## config.mk

```make
export PLATFORM = sky130hd
export DESIGN_NAME = two_ended_arena_allocator
export DESIGN_NICKNAME = d
export VERILOG_FILES = /design/src/sv/teaa_pkg.sv /design/src/sv/teaa_step.sv /design/src/sv/two_ended_arena_allocator.sv
export SDC_FILE = /design/constraint.sdc
export NUM_CORES = 1
export LEC_CHECK = 0
export BUFFER_PORTS_ARGS = -buffer_cell sky130_fd_sc_hd__buf_2
export CAP_MARGIN = 25
export CORE_UTILIZATION = 40
export DETAILED_ROUTE_END_ITERATION = 10
export MAX_ROUTING_LAYER = met4
export PLACE_DENSITY_LB_ADDON = 0.2
export SLEW_MARGIN = 20
export SYNTH_ARGS = -nofsm -noshare
export SYNTH_HDL_FRONTEND = slang
export SYNTH_SLANG_ARGS = --single-unit
```

## constraint.sdc

```tcl
create_clock -name clk -period 7.7 [get_ports clk]
set_input_delay 0.77 -clock clk [delete_from_list [all_inputs] [get_ports clk]]
set_output_delay 0.77 -clock clk [all_outputs]
set_load 0.01 [all_outputs]
```

## src/sv/teaa_pkg.sv

```systemverilog
package teaa_pkg;

  localparam int OFFSET_BITS = 33;
  localparam int SEGMENT_COUNT_BITS = 16;
  localparam int CFG_BITS = 33;
  localparam int REQ_BITS = 32;
  localparam int MODE_BITS = 2;
  localparam int STATUS_BITS = 2;
  localparam int OUT_OFFSET_BITS = 33;
  localparam int OUT_COUNT_BITS = 16;

  // Compares run two bits wider than any operand so sums never wrap.
  localparam int CMP_BITS = ((OFFSET_BITS > CFG_BITS) ? OFFSET_BITS : CFG_BITS) + 2;

  localparam int PDATA_BITS = 64;
  localparam int PADDR_BITS = 5;
  localparam int REG_INDEX_BITS = 2;
  localparam int REG_ADDR_SHIFT = 3;

  localparam logic [REG_INDEX_BITS-1:0] REG_SEGMENT_BYTES = 2'd0;
  localparam logic [REG_INDEX_BITS-1:0] REG_LOW_WATER_BYTES = 2'd1;
  localparam logic [REG_INDEX_BITS-1:0] REG_EXTRA_SEGMENTS = 2'd2;

  localparam logic [CFG_BITS-1:0] SEGMENT_BYTES_RESET = CFG_BITS'(6 * 1024 * 1024);
  localparam logic [CFG_BITS-1:0] LOW_WATER_BYTES_RESET = CFG_BITS'((6 * 1024 * 1024) / 40);
  localparam logic EXTRA_SEGMENTS_RESET = 1'b1;

  localparam logic [CMP_BITS-1:0] ROUND_MASK = CMP_BITS'(7);

  localparam logic [MODE_BITS-1:0] MODE_FIXED = 2'd0;
  localparam logic [MODE_BITS-1:0] MODE_FREEABLE = 2'd1;
  localparam logic [MODE_BITS-1:0] MODE_RECLAIM = 2'd2;
  localparam logic [MODE_BITS-1:0] MODE_NEW_SEGMENT = 2'd3;

  localparam logic [STATUS_BITS-1:0] ST_DONE = 2'd0;
  localparam logic [STATUS_BITS-1:0] ST_ZERO = 2'd1;
  localparam logic [STATUS_BITS-1:0] ST_TEMP = 2'd2;
  localparam logic [STATUS_BITS-1:0] ST_PERM = 2'd3;

  typedef struct packed {
    logic [OFFSET_BITS-1:0]        low_offset;
    logic [OFFSET_BITS-1:0]        high_offset;
    logic [SEGMENT_COUNT_BITS-1:0] segment_count;
    logic                          low_flag;
  } arena_state_t;

  typedef struct packed {
    logic [CFG_BITS-1:0] segment_bytes;
    logic [CFG_BITS-1:0] low_water_bytes;
    logic                extra_segments_allowed;
  } arena_cfg_t;

  typedef struct packed {
    logic [STATUS_BITS-1:0]     status;
    logic [OUT_OFFSET_BITS-1:0] block_offset;
    logic [OUT_COUNT_BITS-1:0]  segment_number;
    logic                       low_memory;
    logic                       disable_sampling;
  } arena_result_t;

endpackage

```

## src/sv/teaa_step.sv

```systemverilog
module teaa_step (
  input  teaa_pkg::arena_state_t              state,
  input  teaa_pkg::arena_cfg_t                cfg,
  input  logic [teaa_pkg::MODE_BITS-1:0]      mode,
  input  logic [teaa_pkg::REQ_BITS-1:0]       request_bytes,
  output teaa_pkg::arena_state_t              state_next,
  output teaa_pkg::arena_result_t             result
);
  import teaa_pkg::*;

  logic [CMP_BITS-1:0] size;
  logic [CMP_BITS-1:0] low_water;
  logic [CMP_BITS-1:0] low_cur;
  logic [CMP_BITS-1:0] high_cur;
  logic [CMP_BITS-1:0] seg_top;
  logic [CMP_BITS-1:0] fix_low;
  logic [CMP_BITS-1:0] fix_high;
  logic [CMP_BITS-1:0] fix_end;
  logic [CMP_BITS-1:0] fix_at;
  logic [CMP_BITS-1:0] free_top;
  logic                need_segment;
  logic [SEGMENT_COUNT_BITS-1:0] count_inc;
  logic [CMP_BITS-1:0] offset;

  always_comb begin
    size      = (CMP_BITS'(request_bytes) + ROUND_MASK) & ~ROUND_MASK;
    low_water = CMP_BITS'(cfg.low_water_bytes);
    low_cur   = CMP_BITS'(state.low_offset);
    high_cur  = CMP_BITS'(state.high_offset);
    seg_top   = CMP_BITS'(cfg.segment_bytes[OFFSET_BITS-1:0]);
    count_inc = state.segment_count + SEGMENT_COUNT_BITS'(1);

    // A fixed request first checks whether the top is below twice the low-water mark.
    need_segment = high_cur < (low_water << 1);
    fix_low  = need_segment ? '0 : low_cur;
    fix_high = need_segment ? seg_top : high_cur;
    fix_end  = fix_low + size;
    fix_at   = fix_high - size;
    free_top = low_cur + size;

    state_next = state;
    result.status = ST_DONE;
    result.disable_sampling = 1'b0;
    offset = '0;

    case (mode)
      MODE_FIXED: begin
        if (request_bytes == '0) begin
          result.status = ST_ZERO;
        end else if (need_segment && !cfg.extra_segments_allowed) begin
          result.status = ST_PERM;
          result.disable_sampling = 1'b1;
        end else begin
          if (need_segment) begin
            state_next.low_offset    = '0;
            state_next.high_offset   = fix_high[OFFSET_BITS-1:0];
            state_next.segment_count = count_inc;
          end
          if (fix_high <= fix_end) begin
            state_next.low_flag = 1'b1;
            result.status = ST_TEMP;
          end else begin
            if (fix_at < fix_low + low_water) begin
              state_next.low_flag = 1'b1;
            end
            state_next.high_offset = fix_at[OFFSET_BITS-1:0];
            offset = fix_at;
          end
        end
      end
      MODE_FREEABLE: begin
        if (free_top >= high_cur) begin
          state_next.low_flag = 1'b1;
          result.status = ST_TEMP;
        end else begin
          if (free_top + low_water > high_cur) begin
            state_next.low_flag = 1'b1;
          end
          offset = low_cur;
          state_next.low_offset = free_top[OFFSET_BITS-1:0];
        end
      end
      MODE_RECLAIM: begin
        state_next.low_offset = '0;
        state_next.low_flag   = 1'b0;
      end
      default: begin
        state_next.low_offset    = '0;
        state_next.high_offset   = seg_top[OFFSET_BITS-1:0];
        state_next.segment_count = count_inc;
      end
    endcase

    result.block_offset   = offset[OUT_OFFSET_BITS-1:0];
    result.segment_number = OUT_COUNT_BITS'(state_next.segment_count);
    result.low_memory     = state_next.low_flag;
  end

endmodule

```

## src/sv/two_ended_arena_allocator.sv

```systemverilog
// A request accepted into the input register passes through the combinational step
// into the output register when the output is free; the receiver takes it from there.
// Throughput: one request per cycle while out_stall is low; the offset update is a single
// add and compare pass, so the next request sees the new offsets at once.
// Reset (synchronous, active high) clears the offsets, segment count and low-memory
// flag, empties both registers and loads the configuration registers' reset values.
module two_ended_arena_allocator (
  input  logic                                  clk,
  input  logic                                  rst,
  input  logic                                  in_valid,
  output logic                                  in_stall,
  input  logic [teaa_pkg::MODE_BITS-1:0]        mode,
  input  logic [teaa_pkg::REQ_BITS-1:0]         request_bytes,
  output logic                                  out_valid,
  input  logic                                  out_stall,
  output logic [teaa_pkg::STATUS_BITS-1:0]      status,
  output logic [teaa_pkg::OUT_OFFSET_BITS-1:0]  block_offset,
  output logic [teaa_pkg::OUT_COUNT_BITS-1:0]   segment_number,
  output logic                                  low_memory,
  output logic                                  disable_sampling,
  input  logic                                  psel,
  input  logic                                  penable,
  input  logic                                  pwrite,
  input  logic [teaa_pkg::PADDR_BITS-1:0]       paddr,
  input  logic [teaa_pkg::PDATA_BITS-1:0]       pwdata,
  output logic [teaa_pkg::PDATA_BITS-1:0]       prdata,
  output logic                                  pready
);
  import teaa_pkg::*;

  arena_state_t  state;
  arena_state_t  state_next;
  arena_cfg_t    cfg;
  arena_result_t result;
  arena_result_t result_next;

  logic                  item_valid;
  logic [MODE_BITS-1:0]  item_mode;
  logic [REQ_BITS-1:0]   item_req;
  logic                  out_free;
  logic                  item_fire;
  logic                  cfg_write;
  logic [REG_INDEX_BITS-1:0] reg_index;

  assign out_free  = !out_valid || !out_stall;
  assign item_fire = item_valid && out_free;
  assign in_stall  = item_valid && !out_free;

  assign pready    = 1'b1;
  assign cfg_write = psel && penable && pwrite && pready;
  assign reg_index = paddr[REG_ADDR_SHIFT +: REG_INDEX_BITS];

  teaa_step u_step (
    .state         (state),
    .cfg           (cfg),
    .mode          (item_mode),
    .request_bytes (item_req),
    .state_next    (state_next),
    .result        (result_next)
  );

  always_ff @(posedge clk) begin
    if (rst) begin
      item_valid <= 1'b0;
    end else if (!in_stall) begin
      item_valid <= in_valid;
    end
  end

  always_ff @(posedge clk) begin
    if (in_valid && !in_stall) begin
      item_mode <= mode;
      item_req  <= request_bytes;
    end
  end

  always_ff @(posedge clk) begin
    if (rst) begin
      out_valid <= 1'b0;
    end else if (out_free) begin
      out_valid <= item_valid;
    end
  end

  always_ff @(posedge clk) begin
    if (item_fire) begin
      result <= result_next;
    end
  end

  always_ff @(posedge clk) begin
    if (rst) begin
      state <= '0;
    end else if (item_fire) begin
      state <= state_next;
    end
  end

  always_ff @(posedge clk) begin
    if (rst) begin
      cfg.segment_bytes          <= SEGMENT_BYTES_RESET;
      cfg.low_water_bytes        <= LOW_WATER_BYTES_RESET;
      cfg.extra_segments_allowed <= EXTRA_SEGMENTS_RESET;
    end else if (cfg_write) begin
      case (reg_index)
        REG_SEGMENT_BYTES:   cfg.segment_bytes <= pwdata[CFG_BITS-1:0];
        REG_LOW_WATER_BYTES: cfg.low_water_bytes <= pwdata[CFG_BITS-1:0];
        REG_EXTRA_SEGMENTS:  cfg.extra_segments_allowed <= pwdata[0];
        default: begin
        end
      endcase
    end
  end

  always_comb begin
    case (reg_index)
      REG_SEGMENT_BYTES:   prdata = PDATA_BITS'(cfg.segment_bytes);
      REG_LOW_WATER_BYTES: prdata = PDATA_BITS'(cfg.low_water_bytes);
      REG_EXTRA_SEGMENTS:  prdata = PDATA_BITS'(cfg.extra_segments_allowed);
      default:             prdata = '0;
    endcase
  end

  assign status           = result.status;
  assign block_offset     = result.block_offset;
  assign segment_number   = result.segment_number;
  assign low_memory       = result.low_memory;
  assign disable_sampling = result.disable_sampling;

endmodule
```

==> results.yml <==
placement:
  dpl.hpwl_um: 68300
  post-place-cells: 3728
  place_area_um2: 25500
  routabilityCongestion: 1.02
  portBuffers: 163
setup_path:
  rrSetupSlack_ns: 0.14
  reg2reg_depth: 34
  r2r-start: "cfg[29]"
  arrival_ns: 7.99
  crit_path_end_kind: "register"
  startpoint: "cfg[29]"
  critPathSlowestCell: "a211o_1"
  critPathKind: "reg -> reg"
  crit_fanout: 13
  cp-endpoint: "state[45]"
  critPathMaxStageDelay_ns: 0.42
  start_kind: "register"
  r2r-end: "state[45]"
  required_ns: 8.13
  path_common_cell: "buf_4"
grt:
  antenna_found_initial: 1
  gr-usage-all-layers_pct: 30.1
  grt_pass1_vias: 21200
  grt_pass1_wl_um: 126000
  grt_max_degree: 84
  overflow: 0
drt:
  viasPerCell: 5.88
  ant_nets: 0
  first_pass_iters: 5
  drc: 0
  initialDrtViolationCount: 2130
  vias: 22300
  drt_wl_total_um: 85400
  avgRoutedWirePerCell_um: 22.5
timing:
  tightestPinTransition_ns: 0.999
  rsz0062_at_grt: "true"
  hold_ws_ns: 0.319
  finalHoldViolations: 0
  period_share_pct: 98.2
  setup_violations: 0
  fin_skew_ns: 0.0419
  relSlewSlack_pct: 32.9
  finalCriticalPeriod_ns: 7.56
  fmax_mhz: 132
  final_max_slew_viol_count: 0
cts:
  clock-root-buffer: "clkbuf_16"
  clockBufferDepth: 3
  cts_buffers: 29
  clk-insertion-delay-late_ns: 0.63
  cts_tree: "done"
  clkSlewWorstSetupHoldPaths_ns: 0.07
  h-tree-depth: 1
  clock-sinks: 236
die:
  coreArea_um2: 54200
  io_pins: 230
  start_util_pct: 40.9
  die_x_um: 237
  die_h_um: 237
  die-area_um2: 56400
  num_rows: 85
yosys:
  ys.flop_type: "dfxtp_1"
  ys_ff_latch: 236
  synthArstFlopShare_pct: 0
  syn_area_per_cell_um2: 8.20
  netlist_instances: 2702
  yosysSeqAreaShare_pct: 25.2
  ys_warn_count: 0
  yosysUniqueCellTypes: 102
  syn_area_um2: 22200
  synth_edf_count: 87
pwr:
  pwr-share-comb_pct: 38.5
  p_total_mw: 4.51
  power_per_cell_area_nw_per_um2: 168
  switchingPower_mw: 1.69
  vdd_drop_max_mv: 0.171
  power.share.clock_pct: 31.1
  netSwitchingFraction_pct: 37.4
  p_leak_nw: 12.3
  internal_power_mw: 2.82
  power_frac_seq_pct: 30.4
layout:
  drive_above_1_share_pct: 19.1
  nFillCells: 5324
  design_area_um2: 26800
  stdcell_count: 3793
  syn_to_final_growth_pct: 20.9
  fin_nets: 3491
min_path:
  hp-class: "in -> reg"
  min_from: "request_bytes[22]"
outcome:
  status: "finished, final reports clean"
flow_run:
  cap_violations: 0
worst min path at each step:
stage | to | depth (start not counted)
after floorplan | state[16] | 2
after global placement | state[74] | 2
after detailed placement | state[69] | 2
after CTS | item_req[24] | 1
after global routing | item_req[22] | 1
final | item_req[22] | 1
area by class of cell:
type | count | area [µm²] | area share, %
repair buffers | 457 | 3190 | 11.9
flip-flops and latches | 236 | 5600 | 20.9
inverters | 162 | 609 | 2.27
clock inverters | 13 | 88.8 | 0.332
multi-input cells | 2187 | 15600 | 58.1
diodes | 1 | 2.50 | 0.00934
clock buffers | 41 | 862 | 3.22
well taps | 696 | 871 | 3.25
critical path, delay by kind of cell (launching register included):
family,cells,cell delay [ns]
AO/OA/AOI/OAI,12,2.55
AND/OR/NAND/NOR,10,1.93
buffers and inverters,8,1.52
adder cells (fa/ha/maj),3,0.90
flip-flops,1,0.32
XOR/XNOR,1,0.10
cell usage after synthesis, drive strengths merged, types with 47 or more instances:
cell type | number | area, µm²
nand2 | 311 | 1170
ha | 305 | 3820
a21oi | 280 | 1420
inv | 160 | 601
dfxtp | 149 | 2980
nor2 | 143 | 539
o21ai | 136 | 684
xnor2 | 127 | 1130
a21o | 119 | 893
clkbuf | 92 | 345
edfxtp | 87 | 2610
nand3 | 82 | 425
buf | 58 | 374
a211oi | 52 | 410
nand4 | 47 | 294
metrics by stage:
stage	util [%]	setup WS (ns)	TNS [ns]
floorplan	-	0.204	0
global placement	47.1	0.0476	0
detailed placement	47.1	0.00166	0
CTS	48.9	0.0792	0
global route	49.4	-0.105	-1.46
finish	49.4	0.142	0
power by group through the flow:
stage	Combinational, mW	Clock, mW	Sequential (mW)
4_1_cts	1.66	1.43	1.37
5_1_grt	1.87	1.47	1.38
3_3_place_gp	1.63	0	1.40
6_report	1.74	1.40	1.37
3_5_place_dp	1.66	0	1.40
2_1_floorplan	0.937	0	1.40
registers in the layout (all words and copies together) (netlist names):
signal and flops:
low_memory 1, status 2, item_req 32, disable_sampling 1, block_offset 33, segment_number 16, out_valid 1, cfg 67
item_mode 2, state 80, item_valid 1
repair_timing:
action,4_1_cts,5_1_grt
resized for setup,2,38
hold buffers,0,0
gates cloned,0,4
setup buffers,1,5
setup endpoints to repair,9,69
pin swaps,1,12
cells by family after synthesis:
family                   count (synthesis)  synth area share, %
other                                    2               0.0339
XOR/XNOR                               171                 6.86
AO/OA/AOI/OAI                          851                 25.6
multiplexers                            38                 1.74
flip-flops                             236                 25.2
AND/OR/NAND/NOR                        775                 16.7
buffers and inverters                  312                 5.99
adder cells (fa/ha/maj)                317                 17.9
metal layers:
metal,vias to the layer above,share of wire [%],global-route usage (%)
li1,10600,-,-
met1,10700,47,43.1
met2,904,43,44.7
met3,104,8.3,4.65
met4,0,2.1,5.49
met5,-,0,-
placed cells by master (no fill, tap or decap), types with 22 or more instances in the layout:
| cell type | n |
|---|---|
| a211oi_1 | 46 |
| a21o_1 | 119 |
| a21oi_1 | 273 |
| a221oi_1 | 30 |
| a22o_1 | 32 |
| a31oi_1 | 29 |
| and2_1 | 42 |
| and3_1 | 23 |
| buf_2 | 162 |
| buf_4 | 283 |
| clkbuf_16 | 33 |
| conb_1 | 35 |
| dfxtp_1 | 149 |
| edfxtp_1 | 87 |
| ha_1 | 304 |
| inv_1 | 157 |
| mux2i_1 | 37 |
| nand2_1 | 310 |
| nand3_1 | 79 |
| nand4_1 | 47 |
| nor2_1 | 141 |
| nor3_1 | 27 |
| o21a_1 | 22 |
| o21ai_0 | 116 |
| xnor2_1 | 120 |
| xor2_1 | 42 |
(Power assumes the default switching activity.)
